## src/rtl/core/cmp_ram.sv

```systemverilog
`default_nettype none

module cmp_ram #(
  parameter int unsigned Width = 8,
  parameter int unsigned Depth = 16,
  parameter int unsigned AddrW = (Depth > 1) ? $clog2(Depth) : 1
) (
  input  wire logic             clk_i,
  input  wire logic             we_i,
  input  wire logic [AddrW-1:0] waddr_i,
  input  wire logic [Width-1:0] wdata_i,
  input  wire logic [AddrW-1:0] raddr_i,
  output logic      [Width-1:0] rdata_o
);

  logic [Width-1:0] mem_q [Depth];

  always_ff @(posedge clk_i) begin
    if (we_i) begin
      mem_q[waddr_i] <= wdata_i;
    end
    rdata_o <= mem_q[raddr_i];
  end

endmodule

`default_nettype wire

```

## config.mk

```make
export PLATFORM = sky130hd
export DESIGN_NAME = cmp_ram
export DESIGN_NICKNAME = d
export VERILOG_FILES = /design/src/rtl/core/cmp_ram.sv
export SDC_FILE = /design/constraint.sdc
export NUM_CORES = 1
export LEC_CHECK = 0
export ABC_AREA = 1
export BUFFER_PORTS_ARGS = -buffer_cell sky130_fd_sc_hd__buf_2
export CAP_MARGIN = 20
export CORE_UTILIZATION = 50
export CTS_CLUSTER_SIZE = 30
export DETAILED_ROUTE_END_ITERATION = 12
export GPL_TIMING_DRIVEN = 0
export PLACE_DENSITY_LB_ADDON = 0.15
export SLEW_MARGIN = 20
export SYNTH_ARGS = -nofsm -noshare
export SYNTH_HDL_FRONTEND = slang
export SYNTH_SLANG_ARGS = --single-unit
```

## constraint.sdc

```tcl
create_clock -name clk_i -period 1.4 [get_ports clk_i]
set_clock_uncertainty 0.1 [all_clocks]
set_input_delay 0.28 -clock clk_i [delete_from_list [all_inputs] [get_ports clk_i]]
set_output_delay 0.28 -clock clk_i [all_outputs]
set_load 0.03 [all_outputs]
```

==> impl_metrics.py <==
metrics = {
    "outcome": {
        "outcome": "complete, no violations",
    },
    "place": {
        "buffer_ports.inserted": 22,
        "number_of_placed_instances_taps_included": 713,
        "place_hpwl_mm": 8.78,
        "gpl.final_weighted_congestion": 0.881,
        "dpl-instance-area_mm2": 0.00605,
    },
    "pwr": {
        "switching_power_w": 0.00208,
        "power.internal_w": 0.00756,
        "cellPowerDensity_mw_per_mm2": 1440,
        "peakVddDrop_v": 0.000876,
        "power_frac_clock_pct": 45.8,
        "power_frac_comb_pct": 6.7,
        "seq_power_share_pct": 47.5,
        "p_leak_nw": 2.91,
        "total_power_w": 0.00964,
        "power.switching_fraction_pct": 21.6,
    },
    "finish": {
        "drive_gt1_share_pct": 14.5,
        "finish.net_count": 610,
        "most_frequent_standard_cell_in_the_layout_excluding_fill_and_tap_cells": "sky130_fd_sc_hd__nand2_1",
        "final_cell_count_no_fill": 745,
        "finalInstanceArea_mm2": 0.00667,
        "diodes": 0,
        "layout.cells.most_common_list": "sky130_fd_sc_hd__nand2_1, sky130_fd_sc_hd__edfxtp_1, sky130_fd_sc_hd__inv_1",
        "syn_to_final_growth_pct": 15.7,
        "n_fill_cell": 918,
        "final_core_utilization_pct": 60.5,
    },
    "synth": {
        "synthTopCellsByArea": "sky130_fd_sc_hd__edfxtp_1, sky130_fd_sc_hd__nand2_1, sky130_fd_sc_hd__nand3_1, sky130_fd_sc_hd__inv_1, sky130_fd_sc_hd__dfxtp_1",
        "synth_cell_type_count": 12,
        "avgSynthCellArea_um2": 10.5,
        "synth_area_mm2": 0.00577,
        "yosys.area.top_type_share_pct": 66.7,
        "ys.warnings.count": 0,
        "yosys_register_bits": 136,
        "mappedNetlistNets": 569,
        "post_synthesis_cell_type_with_the_largest_combined_area": "sky130_fd_sc_hd__edfxtp_1",
        "synth.yosys.seq_area_share_pct": 69.4,
        "synthesis.instances": 551,
    },
    "timing": {
        "slew_headroom_pct": 43.9,
        "setup-violations-final": 0,
        "max_slew.worst_pin.slew_ps": 839,
        "hold_viol": 0,
        "timing.fmax_ghz": 0.764,
        "period_minus_slack_ps": 1310,
        "final.hold.worst_slack_ps": 195,
        "final.period_utilization_pct": 93.5,
        "final_max_slew_viol_count": 0,
    },
    "job": {
        "drv_cap": 0,
    },
    "clock_tree": {
        "cts_tree": "yes",
        "tritoncts_num_sinks": 136,
        "clock_tree.buffer_depth": 2,
        "number_of_clock_buffers_inserted_by_tritoncts": 17,
        "clock_tree.root_cell": "sky130_fd_sc_hd__clkbuf_16",
        "clk-insertion-delay-late_ps": 410,
        "holdBufCountCts": 0,
        "clk_pin_slew_worst_paths_ps": 60,
        "ctsHtreeMaxLevel": 4,
    },
    "die": {
        "floorplan.die.height_um": 109,
        "ioPinCount": 26,
        "die_area_mm2": 0.0120,
        "die_w_um": 109,
        "core.rowCount": 38,
        "floorplan.initialDensity_pct": 52.3,
        "core-area_mm2": 0.0110,
    },
    "route": {
        "detail_route.iter0.violations": 329,
        "drt_first_pass_iters": 5,
        "detail_route.vias_per_cell": 5.26,
        "postRouteWirelength_mm": 13.7,
        "remaining_drc_errors": 0,
        "final_antenna_net_count": 0,
        "avgRoutedWirePerCell_um": 18.4,
        "route.vias.total": 3918,
    },
    "worst_setup_path": {
        "cp.required_ps": 1340,
        "crit_fanout": 8,
        "endpoint_kind": "flip-flop",
        "worstSetupStartpointType": "input pin",
        "crit_arrival_ps": 1240,
        "timing_worst_setup_path_type": "in2reg",
    },
    "grt": {
        "grt_use_total_pct": 25.6,
        "grt_pass1_vias": 3731,
        "first_pass_grt_wire_length_mm": 21.2,
        "grt_overflow_total": 0,
        "grt_start_max_net_pins": 17,
        "grt_antenna_before_repair": 0,
    },
    "min_path": {
        "timing.hold.worst.class": "in2reg",
    },
}
==> power groups by stage <==
stage	Sequential (W)	Combinational [W]	Clock, W
3_3_place_gp	0.00466	0.000620	0
5_1_grt	0.00458	0.000703	0.00463
2_1_floorplan	0.00471	0.000321	0
6_report	0.00458	0.000646	0.00442
3_5_place_dp	0.00466	0.000630	0
4_1_cts	0.00458	0.000636	0.00445
==> cell families after synthesis <==
logic type | share of synthesized area [%]
buffers and inverters | 9.52
flip-flops | 69.4
AND/OR/NAND/NOR | 21.0
==> synth_stat cells (all sizes together) <==
library cell and n:
inv 102, nand3b 2, edfxtp 128, dfxtp 8
nand3 97, nand2 173, buf 24, nor2 17
==> path summary, 6_finish.rpt <==
path	start	end	slack (ps)	cells after the start
hold / removal	raddr_i[2]	rdata_o[6]	200	4
hold reg to reg	mem_q[7][7]	rdata_o[7]	580	6
setup / recovery	we_i	mem_q[15][1]	90	3
setup reg to reg	mem_q[14][0]	rdata_o[0]	260	6
==> worst max-delay path, cell delays in order <==
cell                      delay (ps)
sky130_fd_sc_hd__buf_2           110
sky130_fd_sc_hd__nand3_1         170
sky130_fd_sc_hd__nor2_1          680
==> layer usage <==
metal	up-vias	share of wire [%]	routed length (µm)	global-route usage [%]
li1	1864	-	-	-
met5	-	0	0	0
met3	26	8.6	1180	5.51
met1	1837	42	5790	35.3
met2	191	47	6450	39.7
met4	0	2.2	297	10.7
==> timing repair <==
action / in CTS / in global routing
endpoints found under the setup margin: 40 / 56
setup buffers: 0 / 0
cloned: 0 / 0
gates resized for setup: 2 / 8
==> flip-flops by register name (all words and copies together) (netlist names) <==
signal	count
rdata_o	8
mem_q	128
==> per-stage QoR <==
stage / setup slack, ps / TNS, ps
after floorplan: 69.2 / 0
after global placement: -510 / -44350
after detailed placement: -523 / -46960
after CTS: -89.8 / -1390
after global routing: -17.8 / -128
final: 91.2 / 0
==> layout make-up <==
class                   count  area [µm²]  area share (%)
multi-input cells         289        1240            18.6
flip-flops and latches    136        4000            60.0
clock inverters            13         154            2.31
repair buffers             22         110            1.65
well taps                 140         175            2.62
plain buffers              24         166            2.49
inverters                 102         383            5.74
clock buffers              19         443            6.64
(Power assumes the default switching activity.)
