**src/rtl/core/cmp_pkg.sv**
```systemverilog
`default_nettype none

package cmp_pkg;

  localparam int unsigned MAX_COMPONENTS = 16;

  localparam int unsigned MASS_W  = 32;
  localparam int unsigned POS_W   = 32;
  localparam int unsigned LOC_W   = 48;
  localparam int unsigned TOTAL_W = 36;
  localparam int unsigned MOM_W   = 64;
  localparam int unsigned ACC_W   = 128;
  localparam int unsigned OPND_W  = 33;
  localparam int unsigned PROD_W  = 2 * OPND_W;
  localparam int unsigned QUO_W   = 33;
  localparam int unsigned ENTRY_W = MASS_W + 3 * POS_W + 3 * LOC_W;

  localparam logic [TOTAL_W-1:0] TOTAL_MAX = '1;
  localparam logic [QUO_W-1:0]   QUO_CLAMP = 33'h0_8000_0000;

  // sub-steps of one pair in the inertia pass
  localparam logic [1:0] SUB_SQ = 2'd0;
  localparam logic [1:0] SUB_LO = 2'd1;
  localparam logic [1:0] SUB_HI = 2'd2;

  // pairs 0..2 are squares (moments), 3..5 are xy, xz, yz (products)
  localparam logic [2:0] PAIR_FIRST_PROD = 3'd3;
  localparam logic [2:0] PAIR_LAST       = 3'd5;
  localparam logic [1:0] AXIS_LAST       = 2'd2;

  typedef enum logic [12:0] {
    S_IDLE      = 13'h0001,
    S_P1_LOAD   = 13'h0002,
    S_P1_MUL    = 13'h0004,
    S_P1_ACC    = 13'h0008,
    S_DIV_START = 13'h0010,
    S_DIV_WAIT  = 13'h0020,
    S_P2_LOAD   = 13'h0040,
    S_P2_LATCH  = 13'h0080,
    S_P2_MUL    = 13'h0100,
    S_P2_ACC    = 13'h0200,
    S_P2_ACC2   = 13'h0400,
    S_P2_LOC    = 13'h0800,
    S_DONE      = 13'h1000
  } state_e;

  function automatic logic [1:0] pair_a(input logic [2:0] k);
    logic [1:0] r;
    case (k)
      3'd1:    r = 2'd1;
      3'd2:    r = 2'd2;
      3'd5:    r = 2'd1;
      default: r = 2'd0;
    endcase
    return r;
  endfunction

  function automatic logic [1:0] pair_b(input logic [2:0] k);
    logic [1:0] r;
    case (k)
      3'd1:    r = 2'd1;
      3'd2:    r = 2'd2;
      3'd3:    r = 2'd1;
      3'd4:    r = 2'd2;
      3'd5:    r = 2'd2;
      default: r = 2'd0;
    endcase
    return r;
  endfunction

  // accumulators: 0..2 moments xx, yy, zz; 3..5 products xy, xz, yz
  function automatic logic [2:0] pair_tgt1(input logic [2:0] k);
    logic [2:0] r;
    case (k)
      3'd0:    r = 3'd1;
      3'd3:    r = 3'd3;
      3'd4:    r = 3'd4;
      3'd5:    r = 3'd5;
      default: r = 3'd0;
    endcase
    return r;
  endfunction

  function automatic logic [2:0] pair_tgt2(input logic [2:0] k);
    logic [2:0] r;
    case (k)
      3'd2:    r = 3'd1;
      default: r = 3'd2;
    endcase
    return r;
  endfunction

  // drop 32 fraction bits, saturate to 64-bit signed; msb is the overflow flag
  function automatic logic [MOM_W:0] q16_sat(input logic [ACC_W-1:0] v);
    logic [MOM_W:0] r;
    if ((&v[127:95]) || !(|v[127:95])) begin
      r = {1'b0, v[95:32]};
    end else begin
      r = {1'b1, v[127] ? 64'h8000_0000_0000_0000 : 64'h7FFF_FFFF_FFFF_FFFF};
    end
    return r;
  endfunction

endpackage

`default_nettype wire

```
**src/rtl/core/cmp_mul.sv**
```systemverilog
`default_nettype none

module cmp_mul (
  input  wire logic                        clk_i,
  input  wire logic [cmp_pkg::OPND_W-1:0]  a_i,
  input  wire logic [cmp_pkg::OPND_W-1:0]  b_i,
  output logic      [cmp_pkg::PROD_W-1:0]  prod_o
);

  always_ff @(posedge clk_i) begin
    prod_o <= a_i * b_i;
  end

endmodule

`default_nettype wire

```
**config.mk**
```make
export PLATFORM = sky130hd
export DESIGN_NAME = cmp_mul
export DESIGN_NICKNAME = d
export VERILOG_FILES = /design/src/rtl/core/cmp_pkg.sv /design/src/rtl/core/cmp_mul.sv
export SDC_FILE = /design/constraint.sdc
export NUM_CORES = 2
export LEC_CHECK = 0
export ABC_AREA = 1
export ABC_CLOCK_PERIOD_IN_PS = 15980
export BUFFER_PORTS_ARGS = -buffer_cell sky130_fd_sc_hd__buf_2
export CAP_MARGIN = 20
export CORE_ASPECT_RATIO = 0.9
export CORE_MARGIN = 2
export CORE_UTILIZATION = 44
export DETAILED_ROUTE_END_ITERATION = 16
export PLACE_DENSITY = 0.6
export SYNTH_ARGS = -nofsm -noshare
export SYNTH_HDL_FRONTEND = slang
export SYNTH_SLANG_ARGS = --single-unit
export TNS_END_PERCENT = 30
```
**constraint.sdc**
```tcl
create_clock -name clk_i -period 15.98 [get_ports clk_i]
set_input_delay 1.598 -clock clk_i [delete_from_list [all_inputs] [get_ports clk_i]]
set_output_delay 1.598 -clock clk_i [all_outputs]
set_load 0.05 [all_outputs]
```
==> flow_summary.toml <==
[routing]
first_pass_iters = 7
wl_per_cell_um = 17.5
vias = 30800
wl_um = 113000
dr.first_iter.drc_count = 1976
drc = 0
antenna_left = 0
drt-vias-per-instance = 4.75

[synthesis]
synthSimpleGateAreaFrac_pct = 18.2
synth_top_family_by_area = "adder cells"
synth_cell_types = 29
synth_top_cell_area_share_pct = 48.2
netlist_area_um2 = 39800
seq_area_frac_synth_pct = 3.32
synth_compound_area_share_pct = 0.804
synth_top_area_cell = "fa_1"
yosys-top-cells-area = "fa_1 48%, inv_1 18%, nand2_1 16%, ha_1 8.3%, dfxtp_1 3.3%"
synth_nets = 6696
avgSynthCellArea_um2 = 7.37
synthMuxAreaShare_pct = 0
yosys_warnings = 0
synth_fa_ha_area_share_pct = 56.5
ys_seq_elements = 66
synthCells = 5406
synth_xor_area_share_pct = 0.792

[die]
rows = 104
die_x_um = 321
core_um2 = 89500
die_h_um = 289
num_io_pins = 133
die_area_um2 = 92900
start_util_pct = 44.5

[cells_and_area]
final_core_util_pct = 46.2
top_register = "prod_o"
top_regs = "prod_o (66)"
largest_reg_flops = 66
nets = 6597
multi_input_area_um2 = 30400
fillCellCount = 9188
area_delta_synth_final_pct = 3.95
layout-drive-gt1-share_pct = 4.03
regArea_um2 = 1320

[global_routing]
grt_overflow = 0
grt_antenna_before_repair = 6
first_global_vias = 32300
grt_usage_pct = 25.6
grt_pass1_wl_um = 183000
grt_max_degree = 34

[timing]
fmax_ghz = 0.120
rsz0062_at_grt = "false"
hold_viol_final = 0
setup_viol = 0
slew_headroom_pct = 31.5
fin_setup_tns_ns = 0
period_minus_slack_ns = 8.32
post-route-period-util_pct = 52.1
worstMarginPinSlew_ns = 1.03
finalMaxSlewViolations = 0

[run_status]
outcome = "complete, no violations"

[clocking]
clk_path_buf_depth = 2
cts_sinks = 66
postCtsSetupBuffers = 0
postCtsHoldBufs = 0
htree_num_levels = 3
ctsResizeCount = 0
cts_root_buf = "clkbuf_16"
path_clk_slew_ns = 0.06
numCtsBuffers = 9
cts_tree = "yes"

[setup_path]
path_class = "input port to flop"
critical_path.top_delay_family = "adder cells"
cp_num_buf_inv = 7
crit_slowest_cell = "buf_2"
required_ns = 16.22
arrival_ns = 8.56
critPathMaxFanout = 33
worst_path_most_repeated_cell = "fa_1"
end_kind = "flop"
critPathMaxStageDelay_ns = 0.66
start_kind = "input port"

[place]
port_buffers = 132
gp_congestion = 0.945
dp_hpwl_um = 93300

[worst_hold_path]
hp-class = "input port to flop"

[job]
max-cap-violations = 0
## metrics by stage
stage	worst slack [ns]	cells	hold WS [ns]	area [um^2]
3_5_place_dp	7.37	6462	2.07	41100
4_1_cts	7.70	6478	1.83	41400
6_report	7.66	6479	1.84	41400
2_1_floorplan	8.32	5406	1.87	39800
3_3_place_gp	7.38	6462	2.07	41100
5_1_grt	7.33	6478	1.87	41400
## per-layer routing
| metal | track usage, % | part of all wire [%] | vias to the layer above |
|---|---|---|---|
| met5 | 0 | 0.057 | - |
| met4 | 7.17 | 3.2 | 10 |
| met3 | 5.61 | 8.8 | 158 |
| met2 | 40.1 | 44 | 1033 |
| met1 | 35.8 | 44 | 15200 |
| li1 | - | - | 14300 |
## worst min-delay path: cells and delay by family
family                 cells  cell delay, ns
and+or+nand+nor            1            0.16
buffers and inverters      2            0.38
## synth_stat cells, drive strengths merged
| library cell | instances |
|---|---|
| nand4 | 13 |
| nor4 | 1 |
| and3b | 1 |
| and2 | 1 |
| o21bai | 10 |
| nand2 | 1657 |
| nand3 | 59 |
| ha | 265 |
| o211ai | 1 |
| nor3 | 14 |
| xnor2 | 5 |
| nor2 | 111 |
| dfxtp | 66 |
| xor2 | 31 |
| fa | 958 |
| a21oi | 42 |
| o21ai | 4 |
| and3 | 1 |
| clkbuf | 264 |
| inv | 1902 |
## logic make-up (layout without fill, tap and decap cells)
kind of cell	after synthesis	in the layout
compound gates	57	57
simple gates	1858	1858
xor+xnor	36	36
flops	66	66
fa+ha+maj	1223	1223
other cells	0	1
buf+inv	2166	2072
## worst paths after layout
path,cells after the start,slack [ns],startpoint,endpoint
worst max-delay path,26,7.66,b_i[9],prod_o[64]
worst min-delay path,3,1.84,b_i[0],prod_o[0]
## cell usage in the layout (no fill, tap or decap)
cell type   netlist  layout
o21ai_0           2       2
inv_1          1892    1892
and2_1            1       1
a21oi_1          42      42
o21bai_2          2       2
clkinv_2          0       1
nor3_1           10      10
o21ai_1           2       2
and3b_1           1       1
buf_4             0      22
nor2_4            2       2
and3_1            1       1
nand4_1          13      13
diode_2           0       1
nor3_4            1       1
clkinvlp_4        0       4
nand2_2           5       5
xor2_1           31      31
inv_6             0       2
dfxtp_1          66      66
clkbuf_16         0       9
ha_1            265     265
buf_2             0     132
nand2_1        1652    1652
nor4_1            1       1
nand3_2           8       8
inv_2            10      10
nor3_2            3       3
nor2_2           13      13
o21bai_1          8       8
o211ai_1          1       1
nand3_1          51      51
xnor2_1           5       5
nor2_1           96      96
fa_1            958     958
## area by class of cell
cell class              instances  area share (%)
multi-input cells            3174            73.4
inverters                    1902            17.2
flip-flops and latches         66            3.19
diodes                          1         0.00605
clock inverters                 7           0.127
repair buffers                154            2.00
clock buffers                   9           0.544
well taps                    1166            3.52
Power is not shown: default switching activity piles up to over one toggle a cycle in this logic, so the estimate is an artifact.
