<file path="src/rtl/core/cmp_pkg.sv">
`default_nettype none

package cmp_pkg;

  localparam int unsigned MAX_COMPONENTS = 16;

  localparam int unsigned MASS_W  = 32;
  localparam int unsigned POS_W   = 32;
  localparam int unsigned LOC_W   = 48;
  localparam int unsigned TOTAL_W = 36;
  localparam int unsigned MOM_W   = 64;
  localparam int unsigned ACC_W   = 128;
  localparam int unsigned OPND_W  = 33;
  localparam int unsigned PROD_W  = 2 * OPND_W;
  localparam int unsigned QUO_W   = 33;
  localparam int unsigned ENTRY_W = MASS_W + 3 * POS_W + 3 * LOC_W;

  localparam logic [TOTAL_W-1:0] TOTAL_MAX = '1;
  localparam logic [QUO_W-1:0]   QUO_CLAMP = 33'h0_8000_0000;

  // sub-steps of one pair in the inertia pass
  localparam logic [1:0] SUB_SQ = 2'd0;
  localparam logic [1:0] SUB_LO = 2'd1;
  localparam logic [1:0] SUB_HI = 2'd2;

  // pairs 0..2 are squares (moments), 3..5 are xy, xz, yz (products)
  localparam logic [2:0] PAIR_FIRST_PROD = 3'd3;
  localparam logic [2:0] PAIR_LAST       = 3'd5;
  localparam logic [1:0] AXIS_LAST       = 2'd2;

  typedef enum logic [12:0] {
    S_IDLE      = 13'h0001,
    S_P1_LOAD   = 13'h0002,
    S_P1_MUL    = 13'h0004,
    S_P1_ACC    = 13'h0008,
    S_DIV_START = 13'h0010,
    S_DIV_WAIT  = 13'h0020,
    S_P2_LOAD   = 13'h0040,
    S_P2_LATCH  = 13'h0080,
    S_P2_MUL    = 13'h0100,
    S_P2_ACC    = 13'h0200,
    S_P2_ACC2   = 13'h0400,
    S_P2_LOC    = 13'h0800,
    S_DONE      = 13'h1000
  } state_e;

  function automatic logic [1:0] pair_a(input logic [2:0] k);
    logic [1:0] r;
    case (k)
      3'd1:    r = 2'd1;
      3'd2:    r = 2'd2;
      3'd5:    r = 2'd1;
      default: r = 2'd0;
    endcase
    return r;
  endfunction

  function automatic logic [1:0] pair_b(input logic [2:0] k);
    logic [1:0] r;
    case (k)
      3'd1:    r = 2'd1;
      3'd2:    r = 2'd2;
      3'd3:    r = 2'd1;
      3'd4:    r = 2'd2;
      3'd5:    r = 2'd2;
      default: r = 2'd0;
    endcase
    return r;
  endfunction

  // accumulators: 0..2 moments xx, yy, zz; 3..5 products xy, xz, yz
  function automatic logic [2:0] pair_tgt1(input logic [2:0] k);
    logic [2:0] r;
    case (k)
      3'd0:    r = 3'd1;
      3'd3:    r = 3'd3;
      3'd4:    r = 3'd4;
      3'd5:    r = 3'd5;
      default: r = 3'd0;
    endcase
    return r;
  endfunction

  function automatic logic [2:0] pair_tgt2(input logic [2:0] k);
    logic [2:0] r;
    case (k)
      3'd2:    r = 3'd1;
      default: r = 3'd2;
    endcase
    return r;
  endfunction

  // drop 32 fraction bits, saturate to 64-bit signed; msb is the overflow flag
  function automatic logic [MOM_W:0] q16_sat(input logic [ACC_W-1:0] v);
    logic [MOM_W:0] r;
    if ((&v[127:95]) || !(|v[127:95])) begin
      r = {1'b0, v[95:32]};
    end else begin
      r = {1'b1, v[127] ? 64'h8000_0000_0000_0000 : 64'h7FFF_FFFF_FFFF_FFFF};
    end
    return r;
  endfunction

endpackage

`default_nettype wire

</file>
<file path="src/rtl/core/cmp_div.sv">
`default_nettype none

module cmp_div #(
  parameter int unsigned NumW = 69,
  parameter int unsigned DenW = 36
) (
  input  wire logic                       clk_i,
  input  wire logic                       rst_ni,
  input  wire logic                       start_i,
  input  wire logic [NumW-1:0]            num_i,
  input  wire logic [DenW-1:0]            den_i,
  output logic                            done_o,
  output logic [cmp_pkg::QUO_W-1:0]       quo_o
);

  localparam int unsigned CntW = $clog2(NumW + 1);

  logic                      busy_q;
  logic                      done_q;
  logic [CntW-1:0]           cnt_q;
  logic [NumW-1:0]           num_q;
  logic [DenW-1:0]           den_q;
  logic [DenW-1:0]           rem_q;
  logic [cmp_pkg::QUO_W-1:0] q_q;
  logic                      ovf_q;

  logic [DenW:0]   rem_sh;
  logic [DenW:0]   diff;
  logic            ge;
  logic            over;

  assign rem_sh = {rem_q, num_q[NumW-1]};
  assign diff   = rem_sh - {1'b0, den_q};
  assign ge     = rem_sh >= {1'b0, den_q};

  always_ff @(posedge clk_i or negedge rst_ni) begin
    if (!rst_ni) begin
      busy_q <= 1'b0;
      done_q <= 1'b0;
      cnt_q  <= '0;
    end else begin
      done_q <= 1'b0;
      if (start_i) begin
        busy_q <= 1'b1;
        cnt_q  <= CntW'(NumW);
      end else if (busy_q) begin
        cnt_q <= cnt_q - 1'b1;
        if (cnt_q == CntW'(1)) begin
          busy_q <= 1'b0;
          done_q <= 1'b1;
        end
      end
    end
  end

  always_ff @(posedge clk_i) begin
    if (start_i) begin
      num_q <= num_i;
      den_q <= den_i;
      rem_q <= '0;
      q_q   <= '0;
      ovf_q <= 1'b0;
    end else if (busy_q) begin
      num_q <= {num_q[NumW-2:0], 1'b0};
      rem_q <= ge ? diff[DenW-1:0] : rem_sh[DenW-1:0];
      q_q   <= {q_q[cmp_pkg::QUO_W-2:0], ge};
      ovf_q <= ovf_q | q_q[cmp_pkg::QUO_W-1];
    end
  end

  assign over   = ovf_q | q_q[32] | (q_q[31] & (|q_q[30:0]));
  assign quo_o  = over ? cmp_pkg::QUO_CLAMP : q_q;
  assign done_o = done_q;

endmodule

`default_nettype wire
</file>
<file path="config.mk">
export PLATFORM = sky130hd
export DESIGN_NAME = cmp_div
export DESIGN_NICKNAME = d
export VERILOG_FILES = /design/src/rtl/core/cmp_pkg.sv /design/src/rtl/core/cmp_div.sv
export SDC_FILE = /design/constraint.sdc
export NUM_CORES = 1
export LEC_CHECK = 0
export BUFFER_PORTS_ARGS = -buffer_cell sky130_fd_sc_hd__buf_4
export CAP_MARGIN = 15
export CORE_MARGIN = 2
export CORE_UTILIZATION = 35
export CTS_BUF_LIST = sky130_fd_sc_hd__clkbuf_4
export CTS_CLUSTER_DIAMETER = 60
export DETAILED_ROUTE_END_ITERATION = 8
export GPL_TIMING_DRIVEN = 0
export HOLD_SLACK_MARGIN = 0.02
export MAX_ROUTING_LAYER = met4
export PLACE_DENSITY_LB_ADDON = 0.15
export SYNTH_ARGS = -nofsm -noshare
export SYNTH_HDL_FRONTEND = slang
export SYNTH_SLANG_ARGS = --single-unit
</file>
<file path="constraint.sdc">
create_clock -name clk_i -period 3.9 [get_ports clk_i]
set_input_delay 0.78 -clock clk_i [delete_from_list [all_inputs] [get_ports clk_i]]
set_output_delay 0.78 -clock clk_i [all_outputs]
set_load 0.01 [all_outputs]
</file>
==> results of run 1 <==
[logic make-up (layout without fill, tap and decap cells)]
family                     after synthesis  after routing  synth area share, %
buffers and inverters                  110            283                4.453
DFF                                    184            184                46.99
muxes                                  105            105                11.18
other                                    1              2              0.03686
AOI/OAI and AO/OA                      224            224                16.15
xor gates and xnor gates                21             21                1.808
adders and majority gates               39             39                4.871
and+or+nand+nor                        301            301                14.51
[final cells by class]
type	count	area (um2)	area share, %
repair buffers	141	1061	8.824
flip-flops and latches	184	4780	39.75
diodes	1	2.502	0.02081
plain buffers	59	262.8	2.185
multi-input cells	691	4952	41.19
clock inverters	14	156.4	1.301
inverters	51	193.9	1.613
well taps	384	480.5	3.996
clock buffers	18	135.1	1.124
[registers in the layout, summed over array words and instances, names as in the netlist]
name / flops
cnt_q: 7
busy_q: 1
ovf_q: 1
q_q: 33
den_q: 36
rem_q: 36
num_q: 69
done_o: 1
[report_power, final]
part | total (mW) | internal, mW | switching (mW)
Clock | 1.13 | 0.356 | 0.772
Sequential | 2.52 | 2.33 | 0.187
Combinational | 2.63 | 1.07 | 1.56
Total | 6.27 | 3.76 | 2.51
[how the worst min path moves through the flow]
stage                           end  depth (start not counted)
final                     den_q[19]                          1
after global routing      den_q[12]                          1
after CTS                 den_q[11]                          1
after floorplan               ovf_q                          2
after global placement    rem_q[27]                          2
after detailed placement  rem_q[27]                          2
[Yosys cell counts, types with 4 or more instances]
| master | count | area [um2] |
|---|---|---|
| nor2_1 | 108 | 405.4 |
| edfxtp_1 | 105 | 3153 |
| dfxtp_1 | 70 | 1401 |
| mux2_2 | 69 | 777.0 |
| inv_1 | 51 | 191.4 |
| a21oi_1 | 46 | 230.2 |
| clkbuf_1 | 43 | 161.4 |
| and2_1 | 41 | 256.5 |
| nand2_1 | 41 | 153.9 |
| ha_1 | 38 | 475.5 |
| mux2i_1 | 36 | 360.4 |
| o21ai_0 | 33 | 165.2 |
| nand3_1 | 30 | 150.1 |
| a21o_1 | 24 | 180.2 |
| a311oi_1 | 23 | 201.4 |
| nor4_1 | 15 | 93.84 |
| xnor2_1 | 15 | 131.4 |
| a211oi_1 | 14 | 105.1 |
| nor3_1 | 14 | 70.07 |
| nand2b_1 | 12 | 75.07 |
| dfrtp_1 | 9 | 225.2 |
| and3_1 | 8 | 50.05 |
| nand4_1 | 8 | 50.05 |
| o21a_1 | 8 | 60.06 |
| o21bai_1 | 8 | 60.06 |
| a211o_1 | 7 | 61.31 |
| nor2b_1 | 7 | 43.79 |
| o211ai_1 | 7 | 52.55 |
| xor2_1 | 6 | 52.55 |
| buf_1 | 5 | 18.77 |
| buf_2 | 5 | 25.02 |
| a21boi_0 | 4 | 30.03 |
| o31ai_1 | 4 | 30.03 |
| or3_1 | 4 | 25.02 |
[layer usage]
layer | vias up | track usage, % | part of all wire [%]
met5 | - | - | 0
met1 | 3871 | 25.57 | 48
li1 | 3966 | - | -
met3 | 12 | 5.293 | 7.3
met4 | 0 | 3.922 | 0.80
met2 | 235 | 27.88 | 44
[through the flow]
stage          setup WS [ns]  utilization [%]  TNS (ns)  area (um2)  std cells
6_report              0.2850            42.01         0       12020       1543
5_1_grt              0.02260            42.01         0       12020       1543
4_1_cts              0.08261            41.97         0       12010       1542
2_1_floorplan         0.9326                -         0       10170        985
3_3_place_gp         -0.7744            40.89    -53.12       11700       1509
3_5_place_dp          0.3189            40.90         0       11710       1509
[worst max-delay path, delay by kind of cell, from the launching register on]
| family | cells | cell delay (ns) |
|---|---|---|
| AOI/OAI and AO/OA | 1 | 0.35 |
| DFF | 1 | 0.38 |
| and+or+nand+nor | 4 | 1.15 |
| buffers and inverters | 2 | 0.37 |
[repair_timing]
| action | in CTS | in global routing |
|---|---|---|
| hold buffers | 1 | 0 |
| pin swaps | 0 | 0 |
| resized for setup | 1 | 4 |
| setup endpoints to repair | 10 | 27 |
| hold endpoints to repair | 9 | 0 |
==> impl_metrics.json, run 1 <==
{
  "initial_core_util_pct": 35.54,
  "arrival_ns": 2.83,
  "min-delay-start": "den_i[19]",
  "die_h_um": 174.5,
  "synthArstFlopShare_pct": 4.891,
  "yosys_warnings": 0,
  "end_kind": "output pin",
  "drt_wl_total_um": 27280,
  "fin_crit_ns": 3.615,
  "grt_pass1_wl_um": 43980,
  "crit_start": "q_q[13]",
  "gp_congestion": 0.8911,
  "synth_ff_type": "edfxtp_1",
  "hp-class": "input port to flip-flop",
  "finalHoldViolCount": 0,
  "cts_tree": "yes",
  "slew_viol_final": 0,
  "r2r_start": "den_q[16]",
  "drtAntennaViolNets": 0,
  "synth_cell_type_count": 75,
  "insertion_delay_ns": 0.59,
  "grt_antenna_before_repair": 1,
  "root_buffer": "clkbuf_4",
  "num-fill-cells": 2823,
  "ys_seq_area_share_pct": 46.99,
  "ys_ff_latch": 184,
  "rows": 62,
  "drtPass1Iterations": 5,
  "fp.coreArea_um2": 28630,
  "ctsLongestPathBuffers": 2,
  "dp_hpwl_um": 19640,
  "clk_pin_slew_ns": 0.18,
  "cpPeakStageDelay_ns": 0.43,
  "overflow": 0,
  "r2r_slack_ns": 0.33,
  "postCtsSetupBuffers": 0,
  "final_cell_mix": "143 x buf_4, 108 x nor2_1, 105 x edfxtp_1",
  "reg2reg_depth": 11,
  "cts.sinks": 184,
  "final_common_cell": "buf_4",
  "fmax_ghz": 0.2766,
  "numCtsBuffers": 17,
  "status": "finished clean",
  "rr_endpoint": "rem_q[26]",
  "port_buffers": 140,
  "syn_area_um2": 10170,
  "power.density_nw_per_um2": 521.8,
  "finalSetupViolations": 0,
  "io_pins": 142,
  "crit_chain": "nor4_2 > nand4_1 > nor4_1 > a41o_2 > clkbuf_1 > and2_1 > buf_4",
  "endpoint": "quo_o[17]",
  "grt_usage_pct": 18.78,
  "synth-edff-count": 105,
  "synthCells": 985,
  "leakagePower_nw": 5.284,
  "vias": 8084,
  "start_kind": "flip-flop",
  "avgRoutedWirePerCell_um": 17.68,
  "grt_max_degree": 70,
  "die_area_um2": 30440,
  "htree_num_levels": 4,
  "rsz0062_at_grt": "no",
  "fin_crit_sh_pct": 92.69,
  "required_ns": 3.12,
  "area_growth_pct": 18.20,
  "synth_nets": 1132,
  "crit_type": "flip-flop to output pin",
  "die_w_um": 174.5,
  "max_slew_margin_pct": 17.98,
  "total_power_mw": 6.274,
  "nets": 1292,
  "hold_ws_ns": 0.3478,
  "first_iter_violations": 572,
  "cap_violations": 0,
  "grt_pass1_vias": 8119,
  "cp_slowest_cell": "nor4_2",
  "skew_ns": 0.03460,
  "syn_avg_cell_area_um2": 10.33,
  "crit_fanout": 10,
  "worst_slew_pin_slew_ns": 1.199,
  "drive_above_1_share_pct": 23.14,
  "drc": 0,
  "ir_drop_v": 0.0002100,
  "viasPerCell": 5.239
}
No activity file was read; power rests on OpenSTA's default activity.
==> run 2, diff against run 1 <==
- CAP_MARGIN: 15 -> 5
- CTS_BUF_LIST: sky130_fd_sc_hd__clkbuf_4 -> sky130_fd_sc_hd__clkbuf_4 sky130_fd_sc_hd__clkbuf_8
==> run 2 against run 1 <==
Combinational power about the same. Total power increased by 3.6%. Non-clock buffer count decreased by 1. Hold slack got worse by 0.26 ns. Cell count decreased by 0.13%. First-iteration DRC count increased by 2.1%. Largest power group unchanged. Critical path type unchanged.
==> impl_metrics.json, run 2 (synthesized netlist as in run 1, its figures left out) <==
{
  "status": "finished clean",
  "area_growth_pct": 19.10,
  "fin_ws_ns": 0.2913,
  "drtAntennaViolNets": 0,
  "hold_buffers": 0,
  "power_frac_clock_pct": 20.9,
  "power.density_nw_per_um2": 536.7,
  "internal_power_mw": 3.949,
  "r2r_slack_ns": 0.39,
  "end_kind": "output pin",
  "clk_pin_slew_ns": 0.11,
  "die_area_um2": 30440,
  "drt_wl_total_um": 27360,
  "grt_max_degree": 70,
  "crit_chain": "nor4_2 > nand4_1 > nor4_1 > a41o_1 > clkbuf_1 > and2_1 > buf_4",
  "crit_fanout": 10,
  "required_ns": 3.12,
  "reg_top3": "num_q (69), den_q (36), rem_q (36)",
  "nets": 1291,
  "rows": 62,
  "grt_usage_pct": 18.89,
  "initial_core_util_pct": 35.54,
  "crit_start": "q_q[13]",
  "stdcell_count": 1541,
  "cap_violations": 0,
  "cts_tree": "yes",
  "final_cell_mix": "143 x buf_4, 108 x nor2_1, 105 x edfxtp_1",
  "finalSetupViolations": 0,
  "dp_cells": 1509,
  "io_pins": 142,
  "first_iter_violations": 584,
  "dp_slack_ns": 0.3189,
  "cp_top_family": "simple AND/OR/NAND/NOR gates",
  "numCtsBuffers": 17,
  "gp_congestion": 0.8911,
  "cpPeakStageDelay_ns": 0.42,
  "arrival_ns": 2.83,
  "top_register": "num_q",
  "drive_above_1_share_pct": 22.99,
  "dp_hpwl_um": 19640,
  "ctsLongestPathBuffers": 2,
  "cp.depth": 7,
  "drc": 0,
  "die_h_um": 174.5,
  "die_w_um": 174.5,
  "power_switching_mw": 2.554,
  "vias": 8074,
  "skew_ns": 0.02060,
  "ir_drop_v": 0.0002227,
  "viasPerCell": 5.239,
  "htree_num_levels": 4,
  "fp.coreArea_um2": 28630,
  "grt_antenna_before_repair": 0,
  "fin_crit_ns": 3.609,
  "grt_pass1_vias": 8110,
  "rsz0062_at_grt": "no",
  "start_kind": "flip-flop",
  "switching_share_pct": 39.27,
  "num-fill-cells": 2812,
  "diodes": 0,
  "final_common_cell": "buf_4",
  "cp_slowest_cell": "nor4_2",
  "cts.sinks": 184,
  "seqPwrFrac_pct": 38.7,
  "finalHoldViolCount": 0,
  "p_comb_share_pct": 40.4,
  "worst_slew_pin_slew_ns": 1.099,
  "fmax_ghz": 0.2771,
  "slew_viol_final": 0,
  "grt_pass1_wl_um": 44060,
  "r2r_start": "den_q[30]",
  "reg2reg_depth": 12,
  "fin_crit_sh_pct": 92.53,
  "insertion_delay_ns": 0.49,
  "port_buffers": 140,
  "drtPass1Iterations": 5,
  "crit_type": "flip-flop to output pin",
  "hp-class": "input port to async pin",
  "critPathBufInv": 2,
  "largest_reg_flops": 69,
  "rr_endpoint": "rem_q[26]",
  "max_slew_margin_pct": 24.81,
  "avgRoutedWirePerCell_um": 17.75,
  "root_buffer": "clkbuf_8",
  "postCtsSetupBuffers": 0,
  "leakagePower_nw": 5.321,
  "overflow": 0
}
run 2: cell types whose count changed in the layout (fill, tap and decap cells not counted):
cell / before / now
a41o_2: 1 / 0
clkbuf_8: 0 / 17
clkbuf_2: 1 / 0
clkbuf_4: 18 / 1
diode_2: 1 / 0
dlygate4sd3_1: 1 / 0
a41o_1: 0 / 1
clkbuf_1: 42 / 43
run 2: what timing repair did:
action / in CTS / in global routing
endpoints found under the hold margin: 0 / 0
setup endpoints to repair: 0 / 22
resized for setup: 0 / 2
run 2: how the worst max path moves through the flow:
stage / endpoint / slack, ns
after global placement: num_q[6] / -0.77
after detailed placement: rem_q[24] / 0.32
after floorplan: num_q[0] / 0.93
final: quo_o[21] / 0.29
after CTS: quo_o[21] / 0.08
after global routing: quo_o[21] / 0.02
run 2: worst register-to-register path, stage by stage (launching register included):
cell and delay (ns):
edfxtp_1 0.35, inv_1 0.04, ha_1 0.26, clkbuf_1 0.29, nand3_1 0.20, nor3_2 0.40, and3_1 0.25, a31oi_1 0.10
nand2b_1 0.08, clkbuf_1 0.47, clkbuf_1 0.50, o21ai_0 0.18, a311oi_1 0.28
run 2: through the flow:
stage	instance area, um2	power [mW]	TNS [ns]	util (%)	hold WS [ns]
after floorplan	10170	4.410	0	-	0.4518
after global placement	11700	5.129	-53.12	40.89	0.4737
after detailed placement	11710	5.135	0	40.90	0.4813
after CTS	12100	6.516	0	42.29	0.05655
after global routing	12120	6.941	0	42.32	0.06648
final	12120	6.502	0	42.32	0.09216
run 2: power by group through the flow:
| stage | registers, mW | clock network, mW | logic [mW] |
|---|---|---|---|
| after floorplan | 2.49 | 0 | 1.92 |
| after global placement | 2.56 | 0 | 2.57 |
| after detailed placement | 2.56 | 0 | 2.57 |
| after CTS | 2.52 | 1.41 | 2.59 |
| after global routing | 2.55 | 1.48 | 2.91 |
| final | 2.52 | 1.36 | 2.63 |
run 2: layer usage:
layer	vias to the layer above	wire [um]	track usage (%)
met1	3886	13090	25.61
li1	3959	-	-
met4	0	249	4.692
met5	-	0	-
met3	15	2001	5.031
met2	214	12010	28.04
run 2: layout make-up:
type | instances | area (um2) | area share, %
plain buffers | 59 | 261.5 | 2.158
clock buffers | 18 | 241.5 | 1.993
clock inverters | 14 | 156.4 | 1.291
inverters | 51 | 193.9 | 1.601
multi-input cells | 691 | 4951 | 40.87
flip-flops and latches | 184 | 4780 | 39.45
well taps | 384 | 480.5 | 3.966
repair buffers | 140 | 1051 | 8.675
==> run 3, diff against run 2 <==
- BUFFER_PORTS_ARGS: -buffer_cell sky130_fd_sc_hd__buf_4 -> -buffer_cell sky130_fd_sc_hd__clkbuf_2
- GPL_TIMING_DRIVEN: 0 -> default
==> run 3 against run 2 <==
Cell count fell by 3.0%. Non-clock buffer count fell by 46. Clock skew rose by 0.0046 ns. Sequential power barely moved. Sequential share of layout area rose by 1.6 points. Count of clock-buffer cells in the layout fell by 1. Clock power rose by 3%. Highest routed layer unchanged. Worst setup slack got worse by 0.035 ns. Register-to-register slack improved by 0.26 ns.
==> impl_metrics.json, run 3 (synthesized netlist as in run 1, its figures left out) <==
{
  "status": "finished clean",
  "port_buffers": 140,
  "cpMostUsedCell": "nor4_1",
  "crit_type": "flip-flop to output pin",
  "fmax_ghz": 0.2745,
  "fp.coreArea_um2": 28630,
  "finalHoldViolCount": 0,
  "grt_pass1_wl_um": 40210,
  "arrival_ns": 2.86,
  "ir_drop_v": 0.0002501,
  "first_iter_violations": 473,
  "seqPwrFrac_pct": 38.8,
  "finalSetupViolations": 0,
  "rr_endpoint": "rem_q[5]",
  "overflow": 0,
  "internal_power_mw": 3.932,
  "r2r_start": "den_q[1]",
  "largest_reg_flops": 69,
  "required_ns": 3.12,
  "leakagePower_nw": 5.196,
  "drc": 0,
  "drtPass1Iterations": 5,
  "ctsLongestPathBuffers": 2,
  "grt_usage_pct": 17.08,
  "diodes": 0,
  "hp-class": "input port to async pin",
  "power_frac_clock_pct": 21.7,
  "numCtsBuffers": 17,
  "reg_top3": "num_q (69), den_q (36), rem_q (36)",
  "vias": 7690,
  "end_kind": "output pin",
  "gp_congestion": 0.8445,
  "cts_tree": "yes",
  "p_comb_share_pct": 39.5,
  "insertion_delay_ns": 0.50,
  "cts_resized": 0,
  "critPathBufInv": 2,
  "crit_chain": "nor4_1 > nand4_1 > nor4_1 > a41o_1 > buf_4 > and2_1 > clkbuf_2",
  "rsz0062_at_grt": "no",
  "postCtsSetupBuffers": 0,
  "cap_violations": 0,
  "fin_crit_sh_pct": 93.42,
  "grt_pass1_vias": 7604,
  "top_register": "num_q",
  "cts.sinks": 184,
  "r2r_slack_ns": 0.65,
  "die_area_um2": 30440,
  "stdcell_count": 1495,
  "final_cell_mix": "139 x clkbuf_2, 108 x nor2_1, 105 x edfxtp_1",
  "slew_viol_final": 0,
  "start_kind": "flip-flop",
  "crit_start": "q_q[13]",
  "dp_hpwl_um": 17210,
  "area_growth_pct": 14.51,
  "switching_share_pct": 39.06,
  "viasPerCell": 5.144,
  "clk_pin_slew_ns": 0.11,
  "io_pins": 142,
  "drtAntennaViolNets": 0,
  "avgRoutedWirePerCell_um": 16.63,
  "max_slew_margin_pct": 38.88,
  "crit_fanout": 28,
  "hold_buffers": 0,
  "grt_max_degree": 70,
  "dp_cells": 1463,
  "nets": 1245,
  "htree_num_levels": 4,
  "reg2reg_depth": 10,
  "power_switching_mw": 2.521,
  "root_buffer": "clkbuf_8",
  "rows": 62,
  "final_common_cell": "clkbuf_2",
  "cp_top_family": "simple AND/OR/NAND/NOR gates",
  "power.density_nw_per_um2": 554.0,
  "initial_core_util_pct": 35.54,
  "die_w_um": 174.5,
  "drive_above_1_share_pct": 24.12,
  "fin_crit_ns": 3.643,
  "die_h_um": 174.5,
  "cpPeakStageDelay_ns": 0.58,
  "grt_antenna_before_repair": 0,
  "total_power_mw": 6.453,
  "tns_ns": 0,
  "skew_ns": 0.02516,
  "cp_slowest_cell": "nor4_1",
  "drt_wl_total_um": 24860,
  "worst_slew_pin_slew_ns": 0.8937
}
## run 3: metal layers
layer | global-route usage [%] | vias to the layer above | share of wire (%)
li1 | - | 3860 | -
met1 | 23.26 | 3643 | 50
met2 | 24.55 | 163 | 43
met3 | 4.549 | 24 | 5.5
met4 | 5.602 | 0 | 1.5
met5 | - | - | 0
## run 3: layout make-up
cell class | count | area, um2
fill | 2844 | 16980
multi-input combinational | 691 | 4942
tap | 384 | 480.5
sequential | 184 | 4783
timing repair buffer | 153 | 817.0
inverter | 51 | 191.4
clock inverter | 15 | 200.2
clock buffer | 17 | 234.0
## run 3: power groups by stage
stage | combinational (mW) | sequential, mW | clock (mW)
5_1_grt | 2.83 | 2.54 | 1.52
3_5_place_dp | 2.52 | 2.54 | 0
4_1_cts | 2.53 | 2.50 | 1.44
2_1_floorplan | 1.92 | 2.49 | 0
3_3_place_gp | 2.52 | 2.55 | 0
6_report | 2.55 | 2.51 | 1.40
## run 3: worst max-delay path by stage
| stage | to | slack (ns) | cells past startpoint |
|---|---|---|---|
| 2_1_floorplan | num_q[0] | 0.93 | 3 |
| 5_1_grt | quo_o[19] | 0.14 | 7 |
| 3_3_place_gp | rem_q[5] | 0.82 | 10 |
| 4_1_cts | quo_o[20] | 0.26 | 7 |
| 6_report | quo_o[21] | 0.26 | 7 |
| 3_5_place_dp | rem_q[5] | 0.70 | 10 |
## run 3: per-stage QoR
| step | util, % | setup WS (ns) | hold slack [ns] | cell area (um2) |
|---|---|---|---|---|
| after detailed placement | 39.18 | 0.7020 | 0.4832 | 11210 |
| after floorplan | - | 0.9326 | 0.4518 | 10170 |
| after global routing | 40.69 | 0.1446 | 0.09772 | 11650 |
| after CTS | 40.69 | 0.2638 | 0.08432 | 11650 |
| final | 40.69 | 0.2568 | 0.1245 | 11650 |
| after global placement | 39.18 | 0.8226 | 0.4709 | 11210 |
